$ cat src/rtl/core/modexp_pkg.sv
package modexp_pkg;

  typedef enum logic [2:0] {
    ST_IDLE,
    ST_REDUCE,
    ST_MUL,
    ST_SQR,
    ST_DONE
  } state_t;

  localparam logic [31:0] MODULUS_RESET = 32'd1000000007;
  localparam int BASE_WIDTH = 63;

endpackage

$ cat src/rtl/core/modexp_if.sv
interface modexp_in_if #(
  parameter int EXP_WIDTH = 63
);
  logic                                valid;
  logic                                ready;
  logic [modexp_pkg::BASE_WIDTH-1:0]   base_value;
  logic [EXP_WIDTH-1:0]                exponent;
  modport source (output valid, output base_value, output exponent, input ready);
  modport sink (input valid, input base_value, input exponent, output ready);
endinterface

interface modexp_out_if #(
  parameter int MOD_WIDTH = 32
);
  logic        valid;
  logic        ready;
  logic [31:0] power_mod;
  modport source (output valid, output power_mod, input ready);
  modport sink (input valid, input power_mod, output ready);
endinterface

$ cat src/rtl/core/modexp_mulmod.sv
module modexp_mulmod #(
  parameter int MOD_WIDTH = 32,
  parameter int A_WIDTH = 63
) (
  input  logic                 clk,
  input  logic                 rst,
  input  logic                 start,
  input  logic [A_WIDTH-1:0]   a,
  input  logic [MOD_WIDTH-1:0] b,
  input  logic [MOD_WIDTH-1:0] m,
  output logic                 done,
  output logic [MOD_WIDTH-1:0] p
);

  localparam int CW = $clog2(A_WIDTH + 1);

  logic                 busy;
  logic [CW-1:0]        count;
  logic [A_WIDTH-1:0]   a_reg;
  logic [MOD_WIDTH-1:0] acc;
  logic [MOD_WIDTH+1:0] dbl;
  logic [MOD_WIDTH+1:0] dbl_red;
  logic [MOD_WIDTH+1:0] add;
  logic [MOD_WIDTH-1:0] acc_next;

  always_comb begin
    dbl = {2'b0, acc} << 1;
    dbl_red = (dbl >= {2'b0, m}) ? dbl - {2'b0, m} : dbl;
    add = dbl_red + (a_reg[A_WIDTH-1] ? {2'b0, b} : '0);
    if (add >= {2'b0, m}) begin
      add = add - {2'b0, m};
    end
    acc_next = add[MOD_WIDTH-1:0];
  end

  always_ff @(posedge clk) begin
    if (rst) begin
      busy <= 1'b0;
      done <= 1'b0;
      count <= '0;
    end else begin
      done <= 1'b0;
      if (start) begin
        busy <= 1'b1;
        count <= CW'(A_WIDTH);
        a_reg <= a;
        acc <= '0;
      end else if (busy) begin
        acc <= acc_next;
        a_reg <= a_reg << 1;
        count <= count - 1'b1;
        if (count == CW'(1)) begin
          busy <= 1'b0;
          done <= 1'b1;
        end
      end
    end
  end

  assign p = acc;

endmodule

$ cat src/rtl/core/modular_exponentiation.sv
// Sequence: one modular product reduces the base, then the exponent is worked through:
// one square for each of the 63 exponent bits and one multiply per set bit.
// Zero exponent or zero modulus: the result is given without any modular product.
// Throughput: one item at a time; the next item is taken once the result is taken.
// Reset (rst, synchronous): modulus returns to 1000000007, control goes idle.
module modular_exponentiation #(
  parameter int MOD_WIDTH = 32,
  parameter int EXP_WIDTH = 63
) (
  input  logic        clk,
  input  logic        rst,
  modexp_in_if.sink   in_ch,
  modexp_out_if.source out_ch,
  input  logic        psel,
  input  logic        penable,
  input  logic        pwrite,
  input  logic [1:0]  paddr,
  input  logic [31:0] pwdata,
  output logic [31:0] prdata,
  output logic        pready
);

  localparam int BW = modexp_pkg::BASE_WIDTH;
  localparam int EW = $clog2(EXP_WIDTH + 1);

  modexp_pkg::state_t state, state_next;

  logic [MOD_WIDTH-1:0] modulus;
  logic [MOD_WIDTH-1:0] m;
  logic [MOD_WIDTH-1:0] r;
  logic [MOD_WIDTH-1:0] b;
  logic [EXP_WIDTH-1:0] e;
  logic [BW-1:0]        base_in;
  logic [EW-1:0]        bits;
  logic                 mm_start;
  logic [BW-1:0]        mm_a;
  logic [MOD_WIDTH-1:0] mm_b;
  logic                 mm_done;
  logic [MOD_WIDTH-1:0] mm_p;
  logic                 launched;
  logic                 out_valid;
  logic [31:0]          out_data;

  assign pready = 1'b1;
  assign prdata = (paddr == 2'd0) ? 32'(modulus) : 32'd0;

  always_ff @(posedge clk) begin
    if (rst) begin
      modulus <= MOD_WIDTH'(modexp_pkg::MODULUS_RESET);
    end else if (psel && penable && pwrite && paddr == 2'd0) begin
      modulus <= pwdata[MOD_WIDTH-1:0];
    end
  end

  modexp_mulmod #(.MOD_WIDTH(MOD_WIDTH), .A_WIDTH(BW)) u_mulmod (
    .clk(clk), .rst(rst), .start(mm_start), .a(mm_a), .b(mm_b), .m(m),
    .done(mm_done), .p(mm_p)
  );

  assign in_ch.ready = (state == modexp_pkg::ST_IDLE) && !out_valid;
  assign out_ch.valid = out_valid;
  assign out_ch.power_mod = out_data;

  always_comb begin
    state_next = state;
    unique case (state)
      modexp_pkg::ST_IDLE: begin
        if (in_ch.valid && in_ch.ready) begin
          if (in_ch.exponent == '0 || modulus == '0) begin
            state_next = modexp_pkg::ST_DONE;
          end else begin
            state_next = modexp_pkg::ST_REDUCE;
          end
        end
      end
      modexp_pkg::ST_REDUCE: begin
        if (mm_done) state_next = modexp_pkg::ST_MUL;
      end
      modexp_pkg::ST_MUL: begin
        if (!e[0] || mm_done) state_next = modexp_pkg::ST_SQR;
      end
      modexp_pkg::ST_SQR: begin
        if (mm_done) begin
          state_next = (bits == EW'(1)) ? modexp_pkg::ST_DONE : modexp_pkg::ST_MUL;
        end
      end
      modexp_pkg::ST_DONE: state_next = modexp_pkg::ST_IDLE;
      default: state_next = modexp_pkg::ST_IDLE;
    endcase
  end

  always_comb begin
    mm_start = 1'b0;
    mm_a = BW'(r);
    mm_b = b;
    unique case (state)
      modexp_pkg::ST_REDUCE: begin
        mm_start = !launched;
        mm_a = base_in;
        mm_b = MOD_WIDTH'(1);
      end
      modexp_pkg::ST_MUL: begin
        mm_start = !launched && e[0];
      end
      modexp_pkg::ST_SQR: begin
        mm_start = !launched;
        mm_a = BW'(b);
      end
      default: mm_start = 1'b0;
    endcase
  end

  always_ff @(posedge clk) begin
    if (rst) begin
      state <= modexp_pkg::ST_IDLE;
      launched <= 1'b0;
      out_valid <= 1'b0;
    end else begin
      state <= state_next;
      if (out_valid && out_ch.ready) out_valid <= 1'b0;
      if (mm_start) launched <= 1'b1;
      else if (mm_done || state != state_next) launched <= 1'b0;
      unique case (state)
        modexp_pkg::ST_IDLE: begin
          if (in_ch.valid && in_ch.ready) begin
            base_in <= in_ch.base_value;
            e <= in_ch.exponent;
            m <= modulus;
            bits <= EW'(EXP_WIDTH);
            r <= (in_ch.exponent == '0) ? MOD_WIDTH'(1) : '0;
          end
        end
        modexp_pkg::ST_REDUCE: begin
          if (mm_done) begin
            b <= mm_p;
            r <= (m == MOD_WIDTH'(1)) ? '0 : MOD_WIDTH'(1);
          end
        end
        modexp_pkg::ST_MUL: begin
          if (mm_done) r <= mm_p;
        end
        modexp_pkg::ST_SQR: begin
          if (mm_done) begin
            b <= mm_p;
            e <= e >> 1;
            bits <= bits - 1'b1;
          end
        end
        modexp_pkg::ST_DONE: begin
          out_valid <= 1'b1;
          out_data <= 32'(r);
        end
        default: ;
      endcase
    end
  end

endmodule

$ cat src/flat_wrapper.sv
// flat-port wrapper written by rule: the top's interface ports become plain ports
module modular_exponentiation_flat 
#(
  parameter int MOD_WIDTH = 32,
  parameter int EXP_WIDTH = 63
)
  (clk, rst, psel, penable, pwrite, paddr, pwdata, prdata, pready, in_ch_valid, in_ch_base_value, in_ch_exponent, in_ch_ready, out_ch_valid, out_ch_power_mod, out_ch_ready);
  modexp_in_if #(.EXP_WIDTH(EXP_WIDTH)) in_ch_i ();
  modexp_out_if #(.MOD_WIDTH(MOD_WIDTH)) out_ch_i ();
  input  logic clk;
  input  logic rst;
  input  logic psel;
  input  logic penable;
  input  logic pwrite;
  input  logic [1:0] paddr;
  input  logic [31:0] pwdata;
  output logic [31:0] prdata;
  output logic pready;
  input wire logic [$bits(in_ch_i.valid)-1:0] in_ch_valid;
  input wire logic [$bits(in_ch_i.base_value)-1:0] in_ch_base_value;
  input wire logic [$bits(in_ch_i.exponent)-1:0] in_ch_exponent;
  output wire logic [$bits(in_ch_i.ready)-1:0] in_ch_ready;
  output wire logic [$bits(out_ch_i.valid)-1:0] out_ch_valid;
  output wire logic [$bits(out_ch_i.power_mod)-1:0] out_ch_power_mod;
  input wire logic [$bits(out_ch_i.ready)-1:0] out_ch_ready;
  assign in_ch_i.valid = in_ch_valid;
  assign in_ch_i.base_value = in_ch_base_value;
  assign in_ch_i.exponent = in_ch_exponent;
  assign in_ch_ready = in_ch_i.ready;
  assign out_ch_valid = out_ch_i.valid;
  assign out_ch_power_mod = out_ch_i.power_mod;
  assign out_ch_i.ready = out_ch_ready;
  modular_exponentiation #(.MOD_WIDTH(MOD_WIDTH), .EXP_WIDTH(EXP_WIDTH)) u_core (.clk(clk), .rst(rst), .in_ch(in_ch_i), .out_ch(out_ch_i), .psel(psel), .penable(penable), .pwrite(pwrite), .paddr(paddr), .pwdata(pwdata), .prdata(prdata), .pready(pready));
endmodule
$ cat config.mk
export PLATFORM = sky130hd
export DESIGN_NAME = modular_exponentiation_flat
export DESIGN_NICKNAME = d
export VERILOG_FILES = /design/src/rtl/core/modexp_pkg.sv /design/src/rtl/core/modexp_if.sv /design/src/rtl/core/modexp_mulmod.sv /design/src/rtl/core/modular_exponentiation.sv /design/src/flat_wrapper.sv
export SDC_FILE = /design/constraint.sdc
export NUM_CORES = 1
export LEC_CHECK = 0
export ABC_AREA = 1
export BUFFER_PORTS_ARGS = -buffer_cell sky130_fd_sc_hd__buf_2
export CORE_MARGIN = 2
export CORE_UTILIZATION = 65
export CTS_CLUSTER_SIZE = 14
export DETAILED_ROUTE_END_ITERATION = 7
export PLACE_DENSITY_LB_ADDON = 0.08
export SLEW_MARGIN = 20
export SYNTH_ARGS = -nofsm -noshare
export SYNTH_HDL_FRONTEND = slang
export SYNTH_HIERARCHICAL = 1
export SYNTH_SLANG_ARGS = --single-unit
$ cat constraint.sdc
create_clock -name clk -period 10.3 [get_ports clk]
set_clock_uncertainty 0.15 [all_clocks]
set_input_delay 0.515 -clock clk [delete_from_list [all_inputs] [get_ports clk]]
set_output_delay 0.515 -clock clk [all_outputs]
set_load 0.02 [all_outputs]
# After elaboration in Yosys (flattened, before gate mapping)
# Cells that the tools add are included.
# totals
register_bits	400
latchBits	0
ram_bits	0
mem_bits_ro	0
input_bits	167
out_inout_bits	67
memories	0
# classes
addsub	5
mul	0
div_mod_pow	0
magnitude_cmp	2
n_eq_ne	12
n_shift	0
muxes	39
bitwise_logic	2
reduce_logical	30
# op_table
op	count
32-bit two-way mux	8
63-bit two-way mux	4
63-bit case mux with 2 select lines	2
32-bit case mux with 3 select lines	1
63-bit zero test	1
34-bit by 32-bit adder with 34-bit output	1
34-bit by 32-bit >= comparator with 1-bit output	1
34-bit two-way mux	1
33-bit by 32-bit subtractor with 34-bit output	1
33-bit by 32-bit >= comparator with 1-bit output	1
32-bit by 1-bit == test with 1-bit output (second input constant)	1
32-bit zero test	1
32-bit subtractor	1
6-bit two-way mux	4
3-bit two-way mux	6
6-bit by 1-bit == test with 1-bit output (second input constant)	2
3-bit case mux with 4 select lines	1
6-bit case mux with 2 select lines	1
6-bit by 1-bit subtractor with 6-bit output (second input constant)	2
1-bit two-way mux	10
2-bit inequality test (second input constant)	4
2-bit nonzero test	4
1-bit logical AND	7
3-bit by 2-bit == test with 1-bit output (second input constant)	2
16 further kinds	23

# Depth between registers and ports, before layout
# Gate-level depths: netlist of the first run.
# logic_depth
depth_word	9
depth_mapped	45
mapped_depth_nobuf	42

# Cells and area by module
# The synthesis of the first run kept the hierarchy.
# modules_own_cells
module	instances	cells_each	area_per_inst_um2	seq_area_each_um2
modular_exponentiation	1	1130	12119.1	8548.2
modexp_mulmod	1	1712	11085.6	3012.9

# Worst setup path before layout of the first run
# No wires, ideal clock.
# synth_timing
path_kind	reg-to-reg
start	reg u_core.state[2]
end	reg u_core.u_mulmod.a_reg[0] (enable)
arrival_ns	5.133
t_required_ns	9.600
slack_ns	4.467
path_stages_with_launch	9
synth_period_minus_slack_ns	5.833
cell_sequence	dfxtp_1 nor2_1 inv_1 nor2_4 inv_2 o22ai_2 clkbuf_1 nor2_1 nor2_1
# synth_via
elab_chain_len	5
# synth_rtl
element	line_no	source
from (decl)	modular_exponentiation.sv:26	modexp_pkg::state_t state, state_next;
from (signal assigned)	modular_exponentiation.sv:115	state <= modexp_pkg::ST_IDLE;
from (signal assigned)	modular_exponentiation.sv:119	state <= state_next;
3-bit by 1-bit == test with 1-bit output / 3-bit by 2-bit == test with 1-bit output (equally long branches)	modular_exponentiation.sv:96	unique case (state)
2-bit OR reduction (no line)	n/a	
1-bit case mux with 2 select lines *	modular_exponentiation.sv:96	
named net u_core.mm_start	modular_exponentiation.sv:35	logic mm_start;
2-bit nonzero test (no line) *	n/a	
2-bit AND reduction (no line) *	n/a	
to (signal assigned)	modexp_mulmod.sv:50	a_reg <= a_reg << 1;
to (decl)	modexp_mulmod.sv:19	logic [A_WIDTH-1:0] a_reg;
# Mark *: on every way through the listed nets, which the timed path passes. The rest lies on a longest branch.
# A chain may end at the register's enable or synchronous reset.

# Worst setup path after layout of the first run
# layout_timing
start	reg u_core.u_mulmod.acc[30] (netlist: u_core/u_mulmod/p[30])
end	reg u_core.u_mulmod.acc[1] (netlist: u_core/u_mulmod/p[1]), data pin
# layout_via
elab_chain_len	6
# layout_rtl
element	line_no	source
from (decl)	modexp_mulmod.sv:20	logic [MOD_WIDTH-1:0] acc;
from (signal assigned)	modexp_mulmod.sv:49	acc <= acc_next;
33-bit by 32-bit subtractor with 34-bit output / 33-bit by 32-bit >= comparator with 1-bit output (equally long branches)	modexp_mulmod.sv:28	dbl_red = (dbl >= {2'b0, m}) ? dbl - {2'b0, m} : dbl;
34-bit two-way mux *	modexp_mulmod.sv:28	
34-bit by 32-bit adder with 34-bit output *	modexp_mulmod.sv:29	add = dbl_red + (a_reg[A_WIDTH-1] ? {2'b0, b} : '0);
34-bit by 32-bit >= comparator with 1-bit output / 32-bit subtractor (equally long branches)	modexp_mulmod.sv:30, modexp_mulmod.sv:31	
32-bit two-way mux *	modexp_mulmod.sv:30	if (add >= {2'b0, m}) begin
32-bit two-way mux *	modexp_mulmod.sv:48	end else if (busy) begin
# Mark *: on every way between the ends. The rest lies on a longest branch, timed or not. The select of a mux whose other input is x is not followed.

==> impl_results.html, run 1 <==
<table>
<tr><th>Metric</th><th>Value</th></tr>
<tr><th colspan="2">Placement</th></tr>
<tr><td>Port Buf Inserts</td><td>~230</td></tr>
<tr><td>HPWL after detailed placement</td><td>approximately 46000 um</td></tr>
<tr><td>RD Place Congestion</td><td>0.950</td></tr>
<tr><td>Cells after DPL</td><td>3467</td></tr>
<tr><th colspan="2">Logic synthesis</th></tr>
<tr><td>Number of instances in the synthesized netlist</td><td>2842</td></tr>
<tr><td>Fraction of registers with async set or reset after synthesis</td><td>0%</td></tr>
<tr><td>Cell types occupying the most area after synthesis</td><td>edfxtp_1 (46%), nand2_1 (15%), inv_1 (6.3%)</td></tr>
<tr><td>Post-synthesis instance area</td><td>approximately 0.023 sq mm</td></tr>
<tr><td>Mean post-synth cell area</td><td>8.16 sq um</td></tr>
<tr><td>Most used flip-flop cell after synthesis</td><td>edfxtp_1</td></tr>
<tr><td>Area share of the largest cell type after synthesis</td><td>45.9%</td></tr>
<tr><td>Number of synthesized flops with an enable pin</td><td>355</td></tr>
<tr><td>Sequential fraction of the synthesis area</td><td>approximately 50%</td></tr>
<tr><td>Yosys warns</td><td>6</td></tr>
<tr><td>Total nets after synthesis</td><td>roughly 3100</td></tr>
<tr><td>Library cells used by synthesis</td><td>55</td></tr>
<tr><td>Yosys reg bits</td><td>400</td></tr>
<tr><td>Cell type with the largest total area after synthesis</td><td>edfxtp_1</td></tr>
<tr><th colspan="2">Timing</th></tr>
<tr><td>Relative slew margins</td><td>31.9%</td></tr>
<tr><td>RSZ-0062 raised after global routing</td><td>no</td></tr>
<tr><td>Setup tns final</td><td>0 ps</td></tr>
<tr><td>Time the final worst path needs with I/O delays and setup</td><td>7880 ps</td></tr>
<tr><td>Hold Violations, Final</td><td>0</td></tr>
<tr><td>Worst-margin pin slew</td><td>between 1000 and 1500 ps</td></tr>
<tr><td>F_max</td><td>approximately 130 MHz</td></tr>
<tr><td>Setup violations, final</td><td>0</td></tr>
<tr><td>Final cycle utilization of the critical path</td><td>around three quarters</td></tr>
<tr><td>Count of pins over their slew limit</td><td>0</td></tr>
<tr><th colspan="2">Power</th></tr>
<tr><td>Psw</td><td>about 4.2 mW</td></tr>
<tr><td>Pleak</td><td>between 10 and 15 nW</td></tr>
<tr><td>Portion of total power attributed to the clock network</td><td>between 10% and 20%</td></tr>
<tr><td>Net switching share of the total power</td><td>47.7%</td></tr>
<tr><td>Internal Power</td><td>roughly 4.6 mW</td></tr>
<tr><td>Max VDD drop</td><td>262 uV</td></tr>
<tr><td>Power Density</td><td>about 330 mW/mm^2</td></tr>
<tr><td>Relative contribution of sequential cells to total power</td><td>25.5%</td></tr>
<tr><td>Proportion of power drawn by combinational gates</td><td>a little under three fifths</td></tr>
<tr><th colspan="2">Critical path</th></tr>
<tr><td>Critical setup path kind</td><td>reg2reg</td></tr>
<tr><td>Number of cell instances on the worst register-to-register path</td><td>34</td></tr>
<tr><td>Worst-path cell with the longest stage delay</td><td>nor2_8</td></tr>
<tr><td>Launch point of the worst path</td><td>u_core/u_mulmod/p[30]</td></tr>
<tr><td>Most common cell on crit path</td><td>nand2_1</td></tr>
<tr><td>Peak per-stage delay on the critical path</td><td>around 630 ps</td></tr>
<tr><td>Kind of cell adding the most delay to the critical path</td><td>simple AND/OR/NAND/NOR gates</td></tr>
<tr><td>Worst path bufs/invs</td><td>3</td></tr>
<tr><td>CP Capture Type</td><td>flip-flop</td></tr>
<tr><td>Arrival time at the worst endpoint</td><td>8080 ps</td></tr>
<tr><td>WP depth</td><td>34</td></tr>
<tr><td>Data required time of the critical path</td><td>10500 ps</td></tr>
<tr><td>Startpoint of the lowest-slack register-to-register path</td><td>u_core/u_mulmod/p[30]</td></tr>
<tr><td>Register-to-Register Setup Slack</td><td>2420 ps</td></tr>
<tr><td>Category of the worst setup path launch point</td><td>flip-flop</td></tr>
<tr><td>Largest fanout of any net on the critical path</td><td>62</td></tr>
<tr><th colspan="2">GRT</th></tr>
<tr><td>Maximum number of pins on one net before global-route repair</td><td>76</td></tr>
<tr><td>Global-route wire length before repair</td><td>between 100000 and 150000 um</td></tr>
<tr><td>Gr ovfl total</td><td>0</td></tr>
<tr><td>Aggregate global-route resource usage</td><td>38.5%</td></tr>
<tr><td>Vias in the first global route</td><td>20300</td></tr>
<tr><td>Number of antenna violations at the first check in global routing</td><td>1</td></tr>
<tr><th colspan="2">CTS</th></tr>
<tr><td>Clock edge transition at the registers on the reported setup and hold paths</td><td>~60 ps</td></tr>
<tr><td>Level count of the clock H-tree</td><td>2</td></tr>
<tr><td>Clock Root Buffer</td><td>clkbuf_16</td></tr>
<tr><td>Post-CTS resize count</td><td>0</td></tr>
<tr><td>Clock tree from TritonCTS</td><td>built</td></tr>
<tr><td>Number of clock sinks seen by CTS</td><td>400</td></tr>
<tr><td>CTS buffer count</td><td>42</td></tr>
<tr><td>Worst-Skew Late Latency</td><td>600 ps</td></tr>
<tr><td>Max clock buf depth</td><td>3</td></tr>
<tr><td>Post-CTS Setup Bufs</td><td>0</td></tr>
<tr><th colspan="2">Die</th></tr>
<tr><td>Starting density of the core</td><td>65.6%</td></tr>
<tr><td>Count of standard-cell rows</td><td>69</td></tr>
<tr><td>Die Span X</td><td>193 um</td></tr>
<tr><td>Overall die area</td><td>0.0372 sq mm</td></tr>
<tr><td>Die Span Y</td><td>193 um</td></tr>
<tr><td>I/O pin cnt</td><td>234</td></tr>
<tr><td>Core Footprint</td><td>0.0354 sq mm</td></tr>
<tr><th colspan="2">Route</th></tr>
<tr><td>DRT antenna net count</td><td>0</td></tr>
<tr><td>Avg Vias per Cell</td><td>5.84</td></tr>
<tr><td>Total vias in the final route</td><td>between 20000 and 25000</td></tr>
<tr><td>Number of DRC markers after the initial detailed-route iteration</td><td>around 2700</td></tr>
<tr><td>Number of iterations in the first detailed-routing pass</td><td>8</td></tr>
<tr><td>Routed len/inst</td><td>about 20 um</td></tr>
<tr><td>Total Routed Length</td><td>71300 um</td></tr>
<tr><td>Number of remaining DRC errors</td><td>0</td></tr>
<tr><th colspan="2">Cells and area</th></tr>
<tr><td>Fraction of final layout cells with drive strength greater than 1</td><td>11.6%</td></tr>
<tr><td>Diodes inserted</td><td>0</td></tr>
<tr><td>Final Non-Filler Cells</td><td>around 3600</td></tr>
<tr><td>Syn-to-layout area delta</td><td>15.7%</td></tr>
<tr><td>Number of nets in the layout</td><td>3394</td></tr>
<tr><th colspan="2">Run status</th></tr>
<tr><td>Result of the run</td><td>finished clean</td></tr>
<tr><th colspan="2">Min path</th></tr>
<tr><td>Worst hold path type</td><td>in2reg</td></tr>
<tr><td>Worst min-delay path startpoint</td><td>pwdata[11]</td></tr>
<tr><td>Cell count of the worst hold path</td><td>3</td></tr>
<tr><th colspan="2">Flow run</th></tr>
<tr><td>Number of maximum-capacitance violations</td><td>0</td></tr>
</table>
==> cells in the final DEF (no fill, tap or decap), drive strengths merged, types with 8 or more instances in the layout <==
cell and instances:
a31oi 8, ha 100, clkbuf 63, dlygate4sd3 73
nor3 19, a21o 15, clkinv 12, o21ai 91
nand4 19, o211ai 18, o21bai 13, nand3 58
or2 8, nor4 13, inv 406, edfxtp 355
xnor2 24, a21oi 129, a22oi 32, buf 247
xor2 60, nand2 962, nor2 351, dfxtp 45
==> cells in the mapped netlist (all sizes together) (3+ instances only) <==
library cell / number
inv: 403
nand2: 962
a22oi: 32
a21boi: 6
a21o: 15
nor3: 19
nor4: 13
o21a: 4
ha: 100
o21bai: 13
buf: 47
nand4: 19
o211ai: 18
clkbuf: 35
nor2: 351
a21oi: 129
nand3: 58
edfxtp: 355
or2: 8
a211oi: 5
dfxtp: 45
o21ai: 91
a31oi: 8
xor2: 60
fa: 3
nand3b: 3
xnor2: 24
==> worst reg2reg max path, delay by kind of cell (launching register included) <==
kind	cells	cell delay, ps
fa+ha+maj	3	1120
flops	1	530
xor+xnor	1	380
buf+inv	3	720
compound gates	10	2110
simple gates	17	2650
==> power groups by stage <==
stage,Combinational [mW],Sequential [mW],Clock [mW]
finish,4.93,2.22,1.57
global route,5.46,2.23,1.64
CTS,4.78,2.21,1.56
detailed placement,4.71,2.24,0
global placement,4.67,2.23,0
floorplan,3.59,2.17,0
==> cell families after synthesis <==
family,synth area share (%)
and+or+nand+nor,24.7
buffers and inverters,8.36
DFF,49.8
AOI/OAI and AO/OA,8.28
adders and majority gates,5.65
xor gates and xnor gates,3.17
other,0.0162
muxes,0.0431
==> final timing paths <==
| kind | to |
|---|---|
| max | u_core/u_mulmod/p[1] |
| min | u_core/modulus[11] |
| max reg2reg | u_core/u_mulmod/p[1] |
| min reg2reg | u_core/m[23] |
==> metrics by stage <==
stage / hold WS (ps) / util [%] / power (mW) / setup WS [ps] / instance area [sq um]
after CTS: 0.706 / 75.8 / 8.55 / 2690 / 26800
after detailed placement: 263 / 69.7 / 6.95 / 2720 / 24700
after floorplan: 258 / - / 5.76 / 4470 / 23200
final: 6.74 / 75.8 / 8.73 / 2420 / 26800
after global placement: 264 / 69.7 / 6.90 / 2870 / 24700
after global routing: 17.8 / 75.8 / 9.33 / 1800 / 26800
==> timing repair <==
action / CTS / global route
endpoints found under the setup margin: 0 / 0
endpoints found under the hold margin: 73 / 0
hold buffers: 73 / 0
==> cell type report <==
class / count / area (sq um)
Sequential cell: 400 / 11600
Multi-Input combinational cell: 1955 / 9760
Fill cell: 2355 / 8560
Timing Repair Buffer: 320 / 2010
Inverter: 405 / 1520
Clock buffer: 63 / 1270
Tap cell: 461 / 577
Clock inverter: 15 / 139
==> metal layers <==
metal / wire length (um) / global-route usage, % / vias up
met1: 27200 / 50.5 / 9624
met4: 3390 / 16.4 / 2
met3: 7930 / 7.82 / 282
li1: - / - / 9715
met2: 32800 / 62.6 / 1515
met5: 13 / 0 / -
No activity file was read; power rests on OpenSTA's default activity.
==> inputs of run 2 (changes only) <==
- CORE_UTILIZATION: 65 -> 54
- clock period: 10.3 -> 7.05 ns (I/O delays scaled with it)
==> run 2 against run 1 <==
Net effect: total power is 51% higher; non-clock buffer count rose by 119; die area rose by 20%; flip-flop and latch count stayed put; wire length down 7.9%; critical path type unchanged; largest power group unchanged.
==> impl_results.html, run 2 (synthesis gave the netlist of run 1 again) <==
<table>
<tr><th>Metric</th><th>Value</th></tr>
<tr><th colspan="2">Die</th></tr>
<tr><td>Core Footprint</td><td>0.0421 sq mm (+19%)</td></tr>
<tr><td>Die Span X</td><td>211 um (+9.5%)</td></tr>
<tr><td>Die Span Y</td><td>211 um (+9.5%)</td></tr>
<tr><td>Count of standard-cell rows</td><td>75 (+8.7%)</td></tr>
<tr><td>Overall die area</td><td>0.0446 sq mm (+20%)</td></tr>
<tr><td>Starting density of the core</td><td>55.1% (-10 points)</td></tr>
<tr><td>I/O pin cnt</td><td>234 (unchanged)</td></tr>
<tr><th colspan="2">CTS</th></tr>
<tr><td>Clock edge transition at the registers on the reported setup and hold paths</td><td>60 ps (about the same)</td></tr>
<tr><td>Number of clock sinks seen by CTS</td><td>400 (unchanged)</td></tr>
<tr><td>Worst-Skew Late Latency</td><td>590 ps (about the same)</td></tr>
<tr><td>Clock Root Buffer</td><td>clkbuf_16</td></tr>
<tr><td>Level count of the clock H-tree</td><td>2 (unchanged)</td></tr>
<tr><td>Clock tree from TritonCTS</td><td>built</td></tr>
<tr><td>Max clock buf depth</td><td>3 (unchanged)</td></tr>
<tr><td>Post-CTS Setup Bufs</td><td>0 (unchanged)</td></tr>
<tr><td>CTS buffer count</td><td>44 (+4.8%)</td></tr>
<tr><th colspan="2">Route</th></tr>
<tr><td>Number of remaining DRC errors</td><td>0 (unchanged)</td></tr>
<tr><td>Routed len/inst</td><td>17.2 um (-13%)</td></tr>
<tr><td>Number of iterations in the first detailed-routing pass</td><td>6 (-2)</td></tr>
<tr><td>Total vias in the final route</td><td>20200 (-4.6%)</td></tr>
<tr><td>Avg Vias per Cell</td><td>5.28 (-9.6%)</td></tr>
<tr><td>DRT antenna net count</td><td>0 (unchanged)</td></tr>
<tr><td>Number of DRC markers after the initial detailed-route iteration</td><td>1633 (-39%)</td></tr>
<tr><td>Total Routed Length</td><td>65700 um (-7.9%)</td></tr>
<tr><th colspan="2">Timing</th></tr>
<tr><td>RSZ-0062 raised after global routing</td><td>no</td></tr>
<tr><td>Hold Violations, Final</td><td>0 (unchanged)</td></tr>
<tr><td>F_max</td><td>150 MHz (+18%)</td></tr>
<tr><td>Setup violations, final</td><td>0 (unchanged)</td></tr>
<tr><td>Setup tns final</td><td>0 ps (unchanged)</td></tr>
<tr><td>Count of pins over their slew limit</td><td>0 (unchanged)</td></tr>
<tr><td>Worst-margin pin slew</td><td>1090 ps (+67.7 ps)</td></tr>
<tr><td>Time the final worst path needs with I/O delays and setup</td><td>6670 ps (-1210 ps)</td></tr>
<tr><td>Final cycle utilization of the critical path</td><td>94.6% (+18 points)</td></tr>
<tr><td>Relative slew margins</td><td>27.2% (-4.6 points)</td></tr>
<tr><th colspan="2">GRT</th></tr>
<tr><td>Gr ovfl total</td><td>0 (unchanged)</td></tr>
<tr><td>Aggregate global-route resource usage</td><td>29.1% (-9.4 points)</td></tr>
<tr><td>Number of antenna violations at the first check in global routing</td><td>0 (-1)</td></tr>
<tr><td>Maximum number of pins on one net before global-route repair</td><td>85 (+12%)</td></tr>
<tr><td>Vias in the first global route</td><td>19300 (-4.8%)</td></tr>
<tr><td>Global-route wire length before repair</td><td>101000 um (-6.9%)</td></tr>
<tr><th colspan="2">Critical path</th></tr>
<tr><td>Largest fanout of any net on the critical path</td><td>43 (-31%)</td></tr>
<tr><td>Critical setup path kind</td><td>reg2reg</td></tr>
<tr><td>Arrival time at the worst endpoint</td><td>6850 ps (-1230 ps)</td></tr>
<tr><td>Worst path bufs/invs</td><td>5 (+2)</td></tr>
<tr><td>Worst-path cell with the longest stage delay</td><td>edfxtp_1</td></tr>
<tr><td>Peak per-stage delay on the critical path</td><td>520 ps (-110 ps)</td></tr>
<tr><td>Category of the worst setup path launch point</td><td>flip-flop</td></tr>
<tr><td>Startpoint of the lowest-slack register-to-register path</td><td>u_core/u_mulmod/p[25]</td></tr>
<tr><td>Data required time of the critical path</td><td>7230 ps (-3270 ps)</td></tr>
<tr><td>CP Capture Type</td><td>flip-flop</td></tr>
<tr><td>Kind of cell adding the most delay to the critical path</td><td>simple AND/OR/NAND/NOR gates</td></tr>
<tr><td>Launch point of the worst path</td><td>u_core/u_mulmod/p[25]</td></tr>
<tr><td>Most common cell on crit path</td><td>nand2_1</td></tr>
<tr><th colspan="2">Run status</th></tr>
<tr><td>Result of the run</td><td>finished clean</td></tr>
<tr><th colspan="2">Power</th></tr>
<tr><td>Max VDD drop</td><td>238 uV (-9.2%)</td></tr>
<tr><td>Power Density</td><td>468 mW/mm^2 (+44%)</td></tr>
<tr><td>Pleak</td><td>13.5 nW (+4.2%)</td></tr>
<tr><th colspan="2">Cells and area</th></tr>
<tr><td>Fraction of final layout cells with drive strength greater than 1</td><td>12.2% (+0.66 points)</td></tr>
<tr><td>Syn-to-layout area delta</td><td>21.3%</td></tr>
<tr><td>Leading cell types in the layout, fill and taps excluded</td><td>nand2_1 (953), inv_1 (387), edfxtp_1 (355), nor2_1 (339), buf_2 (232)</td></tr>
<tr><td>Final Non-Filler Cells</td><td>3820 (+5.6%)</td></tr>
<tr><td>Diodes inserted</td><td>0 (unchanged)</td></tr>
<tr><td>Number of nets in the layout</td><td>3515 (+3.6%)</td></tr>
<tr><td>Leading cell type in the layout, fill and taps excluded</td><td>nand2_1</td></tr>
<tr><th colspan="2">Placement</th></tr>
<tr><td>HPWL after detailed placement</td><td>47400 um (+2.0%)</td></tr>
<tr><td>RD Place Congestion</td><td>0.951 (about the same)</td></tr>
<tr><td>Cells after DPL</td><td>3577 (+3.2%)</td></tr>
<tr><td>Port Buf Inserts</td><td>232 (unchanged)</td></tr>
<tr><th colspan="2">Min path</th></tr>
<tr><td>Worst min-delay path startpoint</td><td>in_ch_valid</td></tr>
<tr><td>Worst hold path type</td><td>in2reg</td></tr>
<tr><th colspan="2">Flow run</th></tr>
<tr><td>Number of maximum-capacitance violations</td><td>0 (unchanged)</td></tr>
</table>
==> run 2: cell types whose count changed in the layout (fill, tap and decap cells not counted), moves of 3 or more <==
| cell | delta |
|---|---|
| clkinv_1 | +10 |
| clkbuf_1 | -5 |
| dlygate4sd3_1 | +87 |
| clkbuf_8 | -3 |
| buf_4 | +30 |
==> run 2: path summary, 6_finish.rpt <==
path	end	slack (ps)	cells after the start
max reg2reg	u_core/u_mulmod/p[0]	380	36
min reg2reg	u_core/m[23]	280	0
max	u_core/u_mulmod/p[0]	380	36
min	u_core/state[2]	70	5
==> run 2: final cells by class <==
| cell class | instances | area [sq um] |
|---|---|---|
| multi-input combinational | 1955 | 9780 |
| timing repair buffer | 439 | 3150 |
| fill | 3435 | 14000 |
| sequential | 400 | 11600 |
| inverter | 405 | 1530 |
| clock inverter | 28 | 255 |
| clock buffer | 54 | 1190 |
| tap | 539 | 674 |
==> run 2: per-stage QoR <==
step	power [mW]	setup WS, ps	hold slack, ps	util, %	cell area (sq um)
final	13.2	381	68.1	66.8	28100
after global placement	10.6	17.4	263	59.4	25000
after floorplan	8.41	1220	258	-	23200
after global routing	14.1	26.3	87.9	66.8	28100
after CTS	13.1	5.41	43.8	66.7	28100
after detailed placement	10.6	38.4	267	59.4	25000
==> run 2: report_power, final <==
part | internal [mW] | leakage (nW) | switching (mW) | total (mW)
Clock | 1.32 | 0.706 | 0.962 | 2.28
Combinational | 2.71 | 9.22 | 4.95 | 7.66
Sequential | 3.02 | 3.60 | 0.209 | 3.23
==> run 2: what timing repair did <==
action	4_1_cts	5_1_grt
hold buffers	160	0
setup endpoints to repair	0	32
endpoints found under the hold margin	162	0
resized for setup	0	9
==> run 2: worst min-delay path: cells and delay by family <==
| kind | cells | cell delay, ps |
|---|---|---|
| compound gates | 1 | 50 |
| buf+inv | 2 | 160 |
| simple gates | 2 | 170 |
==> run 2: routing by layer <==
metal / vias to the layer above / track usage, % / wire (um)
met5: - / 0 / 0
met4: 0 / 9.18 / 1790
met3: 96 / 3.55 / 4420
met2: 728 / 46.3 / 29300
met1: 9375 / 41.8 / 30100
li1: 9972 / - / -
